==> src/rtl/srrd_pkg.sv <==
`timescale 1ns / 1ps
// ----------------------------------------------------------------------------
// srrd_pkg
// Shared types and constants of the sprite row run-length decoder.
// ----------------------------------------------------------------------------
package srrd_pkg;

    // longest row the decoder builds
    localparam int MAX_LINE = 2048;

    // field widths
    localparam int BYTE_W   = 8;
    localparam int LEN_W    = 12;
    localparam int COLUMN_W = 11;
    localparam int RUN_W    = 7;
    localparam int BURST_W  = 6;
    localparam int COL_W    = $clog2(MAX_LINE + 1);
    localparam int CMP_W    = (COL_W > LEN_W) ? COL_W : LEN_W;

    // configuration register indexes
    localparam int CFG_IDX_W = 1;
    localparam logic [CFG_IDX_W-1:0] REG_SKIP_COLOR  = 1'b0;
    localparam logic [CFG_IDX_W-1:0] REG_LINE_LENGTH = 1'b1;

    localparam logic [LEN_W-1:0] LINE_LENGTH_RESET = 12'd320;

    // parser phase
    typedef enum logic [1:0] {
        PH_CTRL = 2'd0,
        PH_LIT  = 2'd1,
        PH_REP  = 2'd2
    } phase_t;

    // controller states
    typedef enum logic [1:0] {
        ST_ACCEPT = 2'b01,
        ST_BURST  = 2'b10
    } ctrl_state_t;

    // controller to datapath
    typedef struct packed {
        logic take;
        logic emit;
    } dp_cmd_t;

    // datapath to controller
    typedef struct packed {
        logic out_free;
        logic starts_burst;
        logic burst_more;
        logic burst_last;
    } dp_status_t;

endpackage

==> src/rtl/srrd_datapath.sv <==
`timescale 1ns / 1ps
// ----------------------------------------------------------------------------
// srrd_datapath
// Byte parser, column counter, burst counter and output register.
// ----------------------------------------------------------------------------
module srrd_datapath (
    input  logic                                aclk,
    input  logic                                aresetn,
    input  logic                                cfg_wr_en,
    input  logic [srrd_pkg::CFG_IDX_W-1:0]      cfg_addr,
    input  logic [srrd_pkg::LEN_W-1:0]          cfg_wdata,
    input  logic [srrd_pkg::BYTE_W-1:0]         s_data_byte,
    input  logic                                s_row_start,
    input  srrd_pkg::dp_cmd_t                   cmd,
    output srrd_pkg::dp_status_t                status,
    input  logic                                m_ready,
    output logic                                m_valid,
    output logic [srrd_pkg::BYTE_W-1:0]         m_pixel,
    output logic [srrd_pkg::COLUMN_W-1:0]       m_column,
    output logic                                m_is_skip,
    output logic                                m_end_of_run,
    output logic                                m_last_of_row
);

    localparam int COL_W = srrd_pkg::COL_W;
    localparam int CMP_W = srrd_pkg::CMP_W;

    // configuration
    logic [srrd_pkg::BYTE_W-1:0] skip_color_reg;
    logic [srrd_pkg::LEN_W-1:0]  line_length_reg;

    // parser state
    srrd_pkg::phase_t            phase_reg, phase_next;
    logic [srrd_pkg::RUN_W-1:0]  run_left_reg, run_left_next;
    logic [COL_W-1:0]            col_reg, col_next;

    // burst state
    logic [srrd_pkg::BURST_W-1:0] burst_cnt_reg, burst_cnt_next;
    logic [srrd_pkg::BYTE_W-1:0]  burst_color_reg, burst_color_next;
    logic                         burst_skip_reg, burst_skip_next;

    // output register
    logic                         out_valid_reg, out_valid_next;
    logic [srrd_pkg::BYTE_W-1:0]  out_pixel_reg, out_pixel_next;
    logic [COL_W-1:0]             out_col_reg, out_col_next;
    logic                         out_skip_reg, out_skip_next;
    logic                         out_end_reg, out_end_next;
    logic                         out_last_reg, out_last_next;

    logic [CMP_W-1:0]    len_ext;
    logic [CMP_W-1:0]    max_ext;
    logic [COL_W-1:0]    eff_len;
    srrd_pkg::phase_t    eff_phase;
    logic [COL_W-1:0]    eff_col;
    logic                row_full;
    logic                out_load;

    // effective row length, clipped to the longest row
    assign len_ext = CMP_W'(line_length_reg);
    assign max_ext = CMP_W'(srrd_pkg::MAX_LINE);
    assign eff_len = (len_ext > max_ext) ? COL_W'(max_ext) : COL_W'(len_ext);

    // a row start abandons whatever was pending
    assign eff_phase = s_row_start ? srrd_pkg::PH_CTRL : phase_reg;
    assign eff_col   = s_row_start ? '0 : col_reg;
    assign row_full  = (eff_col >= eff_len);

    // status for the controller
    assign status.out_free     = !out_valid_reg || m_ready;
    assign status.starts_burst = (eff_phase == srrd_pkg::PH_REP) ||
                                 ((eff_phase != srrd_pkg::PH_LIT) &&
                                  s_data_byte[7] && s_data_byte[6]);
    assign status.burst_more   = (burst_cnt_reg != '0) && (col_reg < eff_len);
    assign status.burst_last   = (burst_cnt_reg == srrd_pkg::BURST_W'(1)) ||
                                 ((col_reg + COL_W'(1)) == eff_len);

    // parser and pixel generation
    always_comb begin
        phase_next       = phase_reg;
        run_left_next    = run_left_reg;
        col_next         = col_reg;
        burst_cnt_next   = burst_cnt_reg;
        burst_color_next = burst_color_reg;
        burst_skip_next  = burst_skip_reg;
        out_load         = 1'b0;
        out_pixel_next   = out_pixel_reg;
        out_col_next     = out_col_reg;
        out_skip_next    = out_skip_reg;
        out_end_next     = out_end_reg;
        out_last_next    = out_last_reg;

        if (cmd.take) begin
            col_next = eff_col;
            case (eff_phase)
                srrd_pkg::PH_LIT: begin
                    if (!row_full) begin
                        out_load       = 1'b1;
                        out_pixel_next = s_data_byte;
                        out_col_next   = eff_col;
                        out_skip_next  = 1'b0;
                        out_end_next   = 1'b1;
                        out_last_next  = ((eff_col + COL_W'(1)) == eff_len);
                        col_next       = eff_col + COL_W'(1);
                    end
                    run_left_next = run_left_reg - srrd_pkg::RUN_W'(1);
                    phase_next    = (run_left_reg == srrd_pkg::RUN_W'(1)) ?
                                    srrd_pkg::PH_CTRL : srrd_pkg::PH_LIT;
                end
                srrd_pkg::PH_REP: begin
                    burst_cnt_next   = run_left_reg[srrd_pkg::BURST_W-1:0];
                    burst_color_next = s_data_byte;
                    burst_skip_next  = 1'b0;
                    run_left_next    = '0;
                    phase_next       = srrd_pkg::PH_CTRL;
                end
                default: begin
                    if (!s_data_byte[7]) begin
                        // literal run
                        run_left_next = s_data_byte[srrd_pkg::RUN_W-1:0];
                        phase_next    = (s_data_byte[srrd_pkg::RUN_W-1:0] != '0) ?
                                        srrd_pkg::PH_LIT : srrd_pkg::PH_CTRL;
                    end else if (s_data_byte[6]) begin
                        // skip run
                        burst_cnt_next   = s_data_byte[srrd_pkg::BURST_W-1:0];
                        burst_color_next = skip_color_reg;
                        burst_skip_next  = 1'b1;
                        run_left_next    = '0;
                        phase_next       = srrd_pkg::PH_CTRL;
                    end else begin
                        // repeat run, colour byte follows
                        run_left_next = {1'b0, s_data_byte[srrd_pkg::BURST_W-1:0]};
                        phase_next    = srrd_pkg::PH_REP;
                    end
                end
            endcase
        end else if (cmd.emit) begin
            out_load       = 1'b1;
            out_pixel_next = burst_color_reg;
            out_col_next   = col_reg;
            out_skip_next  = burst_skip_reg;
            out_end_next   = status.burst_last;
            out_last_next  = ((col_reg + COL_W'(1)) == eff_len);
            col_next       = col_reg + COL_W'(1);
            burst_cnt_next = burst_cnt_reg - srrd_pkg::BURST_W'(1);
        end
    end

    // output valid
    always_comb begin
        out_valid_next = out_valid_reg;
        if (out_load) begin
            out_valid_next = 1'b1;
        end else if (m_ready) begin
            out_valid_next = 1'b0;
        end
    end

    // control state
    always_ff @(posedge aclk) begin
        if (!aresetn) begin
            skip_color_reg  <= '0;
            line_length_reg <= srrd_pkg::LINE_LENGTH_RESET;
            phase_reg       <= srrd_pkg::PH_CTRL;
            run_left_reg    <= '0;
            col_reg         <= '0;
            burst_cnt_reg   <= '0;
            out_valid_reg   <= 1'b0;
        end else begin
            if (cfg_wr_en) begin
                case (cfg_addr)
                    srrd_pkg::REG_SKIP_COLOR:
                        skip_color_reg <= cfg_wdata[srrd_pkg::BYTE_W-1:0];
                    default:
                        line_length_reg <= cfg_wdata;
                endcase
            end
            phase_reg     <= phase_next;
            run_left_reg  <= run_left_next;
            col_reg       <= col_next;
            burst_cnt_reg <= burst_cnt_next;
            out_valid_reg <= out_valid_next;
        end
    end

    // payload
    always_ff @(posedge aclk) begin
        burst_color_reg <= burst_color_next;
        burst_skip_reg  <= burst_skip_next;
        out_pixel_reg   <= out_pixel_next;
        out_col_reg     <= out_col_next;
        out_skip_reg    <= out_skip_next;
        out_end_reg     <= out_end_next;
        out_last_reg    <= out_last_next;
    end

    assign m_valid       = out_valid_reg;
    assign m_pixel       = out_pixel_reg;
    assign m_column      = srrd_pkg::COLUMN_W'(out_col_reg);
    assign m_is_skip     = out_skip_reg;
    assign m_end_of_run  = out_end_reg;
    assign m_last_of_row = out_last_reg;

`ifndef SYNTH
    // a beat is loaded only when the output register can take it
    a_load_free: assert property (@(posedge aclk) disable iff (!aresetn)
        out_load |-> status.out_free)
        else $error("output register overwritten");

    // a repeat colour byte is pending only with a six-bit count
    a_rep_count: assert property (@(posedge aclk) disable iff (!aresetn)
        (phase_reg == srrd_pkg::PH_REP) |-> (run_left_reg[srrd_pkg::RUN_W-1] == 1'b0))
        else $error("repeat count out of range");
`endif

endmodule

==> src/rtl/srrd_ctrl.sv <==
`timescale 1ns / 1ps
// ----------------------------------------------------------------------------
// srrd_ctrl
// Controller: takes row bytes and sequences repeat and skip bursts.
// ----------------------------------------------------------------------------
module srrd_ctrl (
    input  logic                  aclk,
    input  logic                  aresetn,
    input  logic                  s_valid,
    output logic                  s_ready,
    input  srrd_pkg::dp_status_t  status,
    output srrd_pkg::dp_cmd_t     cmd
);

    srrd_pkg::ctrl_state_t state_reg, state_next;

    // byte intake only between bursts and with room at the output
    assign s_ready  = (state_reg == srrd_pkg::ST_ACCEPT) && status.out_free;
    assign cmd.take = s_valid && s_ready;
    assign cmd.emit = (state_reg == srrd_pkg::ST_BURST) && status.burst_more &&
                      status.out_free;

    // next state
    always_comb begin
        state_next = state_reg;
        case (state_reg)
            srrd_pkg::ST_ACCEPT: begin
                if (cmd.take && status.starts_burst) begin
                    state_next = srrd_pkg::ST_BURST;
                end
            end
            srrd_pkg::ST_BURST: begin
                if (!status.burst_more) begin
                    state_next = srrd_pkg::ST_ACCEPT;
                end else if (cmd.emit && status.burst_last) begin
                    state_next = srrd_pkg::ST_ACCEPT;
                end
            end
            default: begin
                state_next = srrd_pkg::ST_ACCEPT;
            end
        endcase
    end

    always_ff @(posedge aclk) begin
        if (!aresetn) begin
            state_reg <= srrd_pkg::ST_ACCEPT;
        end else begin
            state_reg <= state_next;
        end
    end

`ifndef SYNTH
    // no byte is taken while a burst runs
    a_burst_blocks: assert property (@(posedge aclk) disable iff (!aresetn)
        (state_reg == srrd_pkg::ST_BURST) |-> !s_ready)
        else $error("byte taken during burst");

    // intake and burst pixels never compete for the output
    a_take_emit: assert property (@(posedge aclk) disable iff (!aresetn)
        !(cmd.take && cmd.emit))
        else $error("take and emit together");

    // a burst that ends on a pixel returns to intake
    a_burst_exit: assert property (@(posedge aclk) disable iff (!aresetn)
        (cmd.emit && status.burst_last) |=> (state_reg == srrd_pkg::ST_ACCEPT))
        else $error("burst did not end");
`endif

endmodule

==> src/rtl/sprite_row_rle_decoder.sv <==
`timescale 1ns / 1ps
// ----------------------------------------------------------------------------
// sprite_row_rle_decoder
// Run-length decoder for one compressed sprite row, byte in, pixel out.
// ----------------------------------------------------------------------------
// Usage:
//   s_* channel takes the row bytes, control and colour bytes interleaved;
//   s_row_start marks the first byte of a row and clears the parser.
//   m_* channel gives one pixel per beat with its column and flags.
//   cfg_* writes skip_color (index 0) and line_length (index 1) while idle.
// A literal pixel is loaded into the output register as its byte is taken.
// Pixels at or past the row length are dropped.
// A literal or control byte is taken whenever no burst runs and the output
//   register has room. A repeat colour byte or skip control byte starts a
//   burst, in which the burst counter drives one pixel a cycle into the output
//   register while it has room; no byte is taken until the burst ends.
// Reset: parser at control byte, column zero, skip_color 0, line_length 320.
// Stall: while m_ready is low and the output register holds a beat, it keeps
//   the beat, no byte is taken and no burst pixel advances.
// ----------------------------------------------------------------------------
module sprite_row_rle_decoder (
    input  logic                              aclk,
    input  logic                              aresetn,
    input  logic                              cfg_wr_en,
    input  logic [srrd_pkg::CFG_IDX_W-1:0]    cfg_addr,
    input  logic [srrd_pkg::LEN_W-1:0]        cfg_wdata,
    input  logic                              s_valid,
    output logic                              s_ready,
    input  logic [srrd_pkg::BYTE_W-1:0]       s_data_byte,
    input  logic                              s_row_start,
    output logic                              m_valid,
    input  logic                              m_ready,
    output logic [srrd_pkg::BYTE_W-1:0]       m_pixel,
    output logic [srrd_pkg::COLUMN_W-1:0]     m_column,
    output logic                              m_is_skip,
    output logic                              m_end_of_run,
    output logic                              m_last_of_row
);

    srrd_pkg::dp_cmd_t    cmd;
    srrd_pkg::dp_status_t status;

    srrd_ctrl u_ctrl (
        .aclk    (aclk),
        .aresetn (aresetn),
        .s_valid (s_valid),
        .s_ready (s_ready),
        .status  (status),
        .cmd     (cmd)
    );

    srrd_datapath u_datapath (
        .aclk          (aclk),
        .aresetn       (aresetn),
        .cfg_wr_en     (cfg_wr_en),
        .cfg_addr      (cfg_addr),
        .cfg_wdata     (cfg_wdata),
        .s_data_byte   (s_data_byte),
        .s_row_start   (s_row_start),
        .cmd           (cmd),
        .status        (status),
        .m_ready       (m_ready),
        .m_valid       (m_valid),
        .m_pixel       (m_pixel),
        .m_column      (m_column),
        .m_is_skip     (m_is_skip),
        .m_end_of_run  (m_end_of_run),
        .m_last_of_row (m_last_of_row)
    );

endmodule
==> config.mk <==
export PLATFORM = sky130hd
export DESIGN_NAME = sprite_row_rle_decoder
export DESIGN_NICKNAME = d
export VERILOG_FILES = /design/src/rtl/srrd_pkg.sv /design/src/rtl/srrd_datapath.sv /design/src/rtl/srrd_ctrl.sv /design/src/rtl/sprite_row_rle_decoder.sv
export SDC_FILE = /design/constraint.sdc
export NUM_CORES = 1
export LEC_CHECK = 0
export BUFFER_PORTS_ARGS = -buffer_cell sky130_fd_sc_hd__buf_4
export CAP_MARGIN = 25
export CELL_PAD_IN_SITES_DETAIL_PLACEMENT = 1
export CELL_PAD_IN_SITES_GLOBAL_PLACEMENT = 2
export CORE_MARGIN = 10
export CORE_UTILIZATION = 40
export DETAILED_ROUTE_END_ITERATION = 12
export PLACE_DENSITY_LB_ADDON = 0.1
export SETUP_SLACK_MARGIN = 0.02
export SLEW_MARGIN = 20
export SYNTH_ARGS = -nofsm -noshare
export SYNTH_HDL_FRONTEND = slang
export SYNTH_SLANG_ARGS = --single-unit
==> constraint.sdc <==
create_clock -name aclk -period 8.6 [get_ports aclk]
set_clock_uncertainty 0.1 [all_clocks]
set_input_delay 1.72 -clock aclk [delete_from_list [all_inputs] [get_ports aclk]]
set_output_delay 1.72 -clock aclk [all_outputs]
set_load 0.02 [all_outputs]
# Yosys cells after proc, flatten, opt, wreduce, memory -nomap -nowiden

Index checks and enable logic that the tools add are counted.

Flip-flop bits (word level): 81
Input bits: 27

Add/subtract/negate cells: 4
$lt $le $gt $ge: 3
Eq/ne operators: 16
Mux-type cells: 56
Bitwise gates (word level): 2
Reduce and logical (&&, ||, !) cells: 25

Operator list:

| operator                                              | count |
|---|---|
| 2-to-1 mux 12 bit                                     | 6 |
| 2-to-1 mux 8 bit                                      | 6 |
| 2-to-1 mux 11 bit                                     | 4 |
| 2-to-1 mux 6 bit                                      | 5 |
| adder 12 x 1 -> 12 bit, second input constant         | 2 |
| == test 12 bit                                        | 2 |
| 2-to-1 mux 1 bit                                      | 22 |
| case mux 8 bit (2 select lines)                       | 1 |
| case mux 7 bit (2 select lines)                       | 1 |
| greater-or-equal comparator 12 bit                    | 1 |
| greater-than comparator 12 bit, second input constant | 1 |
| less-than comparator 12 bit                           | 1 |
| 2-to-1 mux 2 bit                                      | 6 |
| case mux 6 bit (2 select lines)                       | 1 |
| logical AND 1 bit                                     | 9 |
| case mux 2 bit (2 select lines)                       | 2 |
| AND reduction 4 bit                                   | 2 |
| nonzero test 2 bit                                    | 4 |
| == test 7 x 1 -> 1 bit, second input constant         | 1 |
| 2-to-1 mux 7 bit                                      | 1 |
| nonzero test 7 bit                                    | 1 |
| subtractor 7 x 1 -> 7 bit, second input constant      | 1 |
| == test 6 x 1 -> 1 bit, second input constant         | 1 |
| != test 2 bit, second input constant                  | 3 |
| other kinds (13)                                      | 22 |

# Logic depth before layout (Yosys ltp)

Word-level depth: 10
Mapped depth: 14
Mapped depth without buffers: 10

# Hierarchy

From an unflattened synthesis, not the netlist that was laid out.

Cell total of the unflattened synthesis: 583
Area, all modules: 5,236.3 sq um

Modules (own cells, without submodules):

| module        | instances | cells an instance | area each (sq um) | seq. area each (sq um) |
|---|---|---|---|---|
| srrd_datapath | 1         | 573               | 5,131.2           | 1,891.8 |
| srrd_ctrl     | 1         | 10                | 105.1             | 40.0 |

# Worst setup path before layout

No wires, ideal clock.

Path type: in2reg
Start: input port s_row_start
End: register u_datapath.out_last_reg (netlist: u_datapath.m_last_of_row) (data pin)
Setup time: 0.176 ns
Arrival time: 4.556 ns
Path slack: 3.768 ns
Stages on the path: 14
Path buffers: 4
Cell sequence: buf_4 -> clkbuf_1 -> clkbuf_1 -> clkbuf_1 -> nand2b_1 -> inv_1 -> ha_1 -> and2b_2 -> nand2_2 -> xnor2_1 -> a2111oi_2 -> o211ai_1 -> or4_1 -> o32ai_1

Word-level cells in the longest chain between the ends: 6

Ends and longest elaborated chain:

| what                         | RTL line                     | RTL |
|---|---|---|
| start, declared              | sprite_row_rle_decoder.sv:30 | `input logic s_row_start,` |
| 2-to-1 mux 12 bit            | srrd_datapath.sv:65          | `assign eff_col = s_row_start ? '0 : col_reg;` |
| adder 12 x 1 -> 12 bit       | srrd_datapath.sv:102         | `out_last_next = ((eff_col + COL_W'(1)) == eff_len);` |
| == test 12 bit               | srrd_datapath.sv:102         |  |
| 2-to-1 mux 1 bit             | srrd_datapath.sv:96          | `if (!row_full) begin` |
| 2-to-1 mux 1 bit             | srrd_datapath.sv:94          | `case (eff_phase)` |
| 2-to-1 mux 1 bit             | srrd_datapath.sv:92          | `if (cmd.take) begin` |
| net u_datapath.out_last_next | srrd_datapath.sv:48          | `logic out_last_reg, out_last_next;` |
| end signal, assigned         | srrd_datapath.sv:193         | `out_last_reg <= out_last_next;` |
| end, declared                | srrd_datapath.sv:48          |  |

The timed path passes the listed nets, and every way through them passes these cells. The select of a mux whose other input is x is not followed.
A chain may end at the register's enable or synchronous reset.

# Final worst setup path

Start: input port s_row_start
End: register u_datapath.col_reg[3]

Word-level cells in the longest chain between the ends: 5
Elaborated cells between the ends (all ways): 8

Ends and longest elaborated chain:

| what                                                                                | RTL line                                  | RTL |
|---|---|---|
| 2-to-1 mux 12 bit                                                                   | srrd_datapath.sv:65                       |  |
| adder 12 x 1 -> 12 bit / greater-or-equal comparator 12 bit (equally long branches) | srrd_datapath.sv:103, srrd_datapath.sv:66 |  |
| 2-to-1 mux 12 bit                                                                   | srrd_datapath.sv:96                       |  |
| 2-to-1 mux 12 bit (*)                                                               | srrd_datapath.sv:94                       |  |
| 2-to-1 mux 12 bit (*)                                                               | srrd_datapath.sv:92                       |  |
| end signal, assigned                                                                | srrd_datapath.sv:179                      | `col_reg <= col_next;` |
| end, declared                                                                       | srrd_datapath.sv:35                       | `logic [COL_W-1:0] col_reg, col_next;` |

Every way passes the cells marked *; elsewhere a longest branch is shown, timed or not.

==> flow_summary_export.csv <==
group,metric,value,unit
critical_path,cp.required,8.69,ns
layout,final_cells,828,
layout,syn_to_final_growth,14.6,%
clocking,htreeDepth,3,
placed_design,io_buffers,50,
grt,antenna_found_initial,0,
placed_design,gp_congestion,0.878,
clocking,clk_latency,0.35,ns
sta,hold_viol_final,0,
clocking,cts_root_buf,"clkbuf_16",
sta,setup_tns,0,ns
yosys,synth_top_cells_by_area,"dfxtp_1 19%, edfxtp_1 18%, ha_1 7.8%, nand2_1 5.8%, a21oi_1 5.0%",
power_and_ir_drop,p_seq_share,43.1,%
routing,drt_wl_total,16.9,mm
grt,grt_pass1_vias,4841,
die,die_h,135,um
die,initial_core_util,40.5,%
grt,grt_overflow,0,
routing,post-route-drc-count,0,
critical_path,crit_buf_inv,1,
clocking,cts.path.max_buffers,2,
yosys,synthesis.area,0.00532,mm^2
layout,n_fill_cell,1547,
job,drv_cap,0,
routing,drtPass1Iterations,5,
power_and_ir_drop,swShare,29.0,%
critical_path,crit_fanout,36,
sta,timing.fmax,236,MHz
sta,worst_pin_slew,0.881,ns
yosys,synth_nets,680,
power_and_ir_drop,p_int,0.701,mW
yosys,synth_cell_type_count,70,
yosys,async_flop_share,0,%
die,num_rows,42,
routing,wire_per_inst,20.4,um
sta,maxSlewHeadroom,41.1,%
power_and_ir_drop,vdd_ir_drop_max,104,uV
run_status,status,"complete, no violations",
placed_design,placed_area,0.00577,mm^2
critical_path,cp_top_family,"compound AO/OA/AOI/OAI gates",
worst_hold_path,min_path_cells,2,
yosys,syn_inst,620,
critical_path,worstSetupStartpointType,"input pin",
worst_hold_path,hold_class,"register to register",
clocking,cts_sinks,81,
clocking,tritoncts,"done",
critical_path,reg2regPathDepth,11,
critical_path,end_kind,"register",
power_and_ir_drop,comb_power_share,14.5,%
clocking,ctsHoldBuffers,0,
yosys,synth_common_cells,"82 x nand2_1, 53 x a21oi_1, 50 x dfxtp_1, 43 x nor2_1, 33 x ha_1",
routing,ant_nets,0,
power_and_ir_drop,p_leak,2.34,nW
layout,layout-drive-gt1-share,14.4,%
sta,rsz0062_at_grt,"no",
routing,drt_iter0_markers,296,
critical_path,arrival,4.33,ns
sta,finalSetupViolations,0,
critical_path,slowest_stage,"a31o_2",
die,die_w,135,um
yosys,ys_seq_area_share,36.3,%
critical_path,cp.depth,10,
yosys,ys_warn_count,0,
clocking,postCtsSetupRepairBufs,0,
yosys,synth-seq-cells,81,
power_and_ir_drop,power,0.987,mW
sta,timing.final.crit_share,49.2,%
grt,grt_max_degree,44,
layout,multi_input_area,0.00313,mm^2
grt,grt.total_usage,18.8,%
power_and_ir_drop,p_switching,0.286,mW
yosys,synth_top_cell_by_area,"dfxtp_1",
layout,ff_latch_area,0.00193,mm^2
grt,grt_pass1_wl,27.3,mm
die,core,0.0131,mm^2
clocking,cts_resized,0,
die,ios,51,
clocking,numCtsBuffers,9,
layout,fin_area,0.00609,mm^2
routing,dr_total_vias,4733,
sta,whs,0.366,ns
layout,fin_nets,707,
yosys,synth_top_area_share,18.8,%
die,dieArea,0.0183,mm^2
sta,min_period,4.23,ns
yosys,yosysMostFrequentCell,"nand2_1",
yosys,avgSynthCellArea,8.57,um^2
clocking,cts.clk_slew.worst_paths,0.07,ns
power_and_ir_drop,power_density,162,mW/mm^2
placed_design,place_inst,812,
power_and_ir_drop,clkPwrFrac,42.5,%
routing,vias_per_cell,5.72,
yosys,synthFlopType,"dfxtp_1",
yosys,synth-edff-count,31,
layout,antennaDiodeCount,0,
placed_design,dpl.hpwl,12.5,mm
critical_path,path_common_cell,"a21oi_1",
critical_path,cpPeakStageDelay,0.70,ns
sta,slew_violations,0,
critical_path,crit_chain,"buf_4 > nor2b_4 > ha_1 > a21o_1 > a21oi_1 > o21ai_0 > a21oi_1 > a31o_2 > and3_1 > a2111oi_0",
critical_path,crit_type,"input pin to register",
## routing by layer
layer	track usage (%)	vias to the layer above	share of wire (%)
met5	0	-	0
met1	25.4	2300	47
met3	4.19	20	5.4
met4	5.14	0	1.2
met2	29.5	117	46
li1	-	2296	-
## final timing paths
kind / slack, ns / endpoint / from
worst max-delay path: 4.37 / u_datapath.col_reg[3] / s_row_start
worst min-delay path: 0.37 / u_datapath.phase_reg[1] / u_datapath.phase_reg[1]
worst max register to register: 4.95 / u_datapath.col_reg[3] / u_datapath.len_ext[11]
worst min register to register: 0.37 / u_datapath.phase_reg[1] / u_datapath.phase_reg[1]
## stage by stage
| step | setup slack (ns) | util (%) |
|---|---|---|
| 6_report | 4.37 | 46.4 |
| 3_3_place_gp | 4.10 | 43.9 |
| 5_1_grt | 4.05 | 46.4 |
| 2_1_floorplan | 3.77 | - |
| 3_5_place_dp | 3.99 | 43.9 |
| 4_1_cts | 4.36 | 46.4 |
## kinds of logic (layout without fill, tap and decap cells)
| logic type | Yosys count | after routing | share of synthesized area [%] |
|---|---|---|---|
| DFF | 81 | 81 | 36.3 |
| muxes | 24 | 24 | 4.73 |
| xor gates and xnor gates | 31 | 31 | 5.25 |
| adders and majority gates | 33 | 33 | 7.77 |
| buffers and inverters | 58 | 90 | 4.71 |
| AOI/OAI and AO/OA | 139 | 139 | 16.9 |
| and+or+nand+nor | 254 | 254 | 24.3 |
## power by group through the flow
stage                     registers (mW)  logic (mW)  clock network [mW]
final                              0.425       0.143               0.419
after detailed placement           0.434       0.143                   0
after floorplan                    0.431      0.0936                   0
after global placement             0.433       0.139                   0
after global routing               0.427       0.158               0.446
after CTS                          0.425       0.143               0.428
## area by class of cell
cell class | count | area share (%)
clock buffer | 9 | 3.70
clock inverter | 7 | 1.58
inverter | 19 | 1.17
multi-input combinational | 481 | 51.4
sequential | 81 | 31.7
tap | 176 | 3.61
timing repair buffer | 55 | 6.78
## worst reg2reg max path, stage by stage, from the launching register on
cell	delay [ns]
dfxtp_1	0.58
inv_1	0.28
nand2_1	0.25
ha_1	0.30
a21oi_1	0.15
nand2_1	0.07
a221o_1	0.38
nor4_2	0.15
buf_4	0.28
a31o_2	0.63
and3_1	0.27
a2111oi_0	0.06
## cell usage in the layout (no fill, tap or decap), types with 6 or more instances in the layout
master,synthesis,final
xnor2_1,21,21
o21ai_0,22,22
dfxtp_1,50,50
xor2_1,9,9
a211oi_1,6,6
ha_1,33,33
nand3_1,19,19
nand2_1,82,82
a21o_1,7,7
and2_1,10,10
nor4_1,7,7
nor2_1,43,43
mux2i_1,15,15
edfxtp_1,31,31
and3_1,7,7
nand2b_1,13,13
o211ai_1,6,6
buf_4,3,55
nand4_1,11,11
nor3b_1,6,6
mux2_2,9,9
inv_1,19,19
nor3_1,16,16
clkbuf_16,0,9
nor2b_1,15,15
a21oi_1,53,53
(Power assumes the default switching activity.)
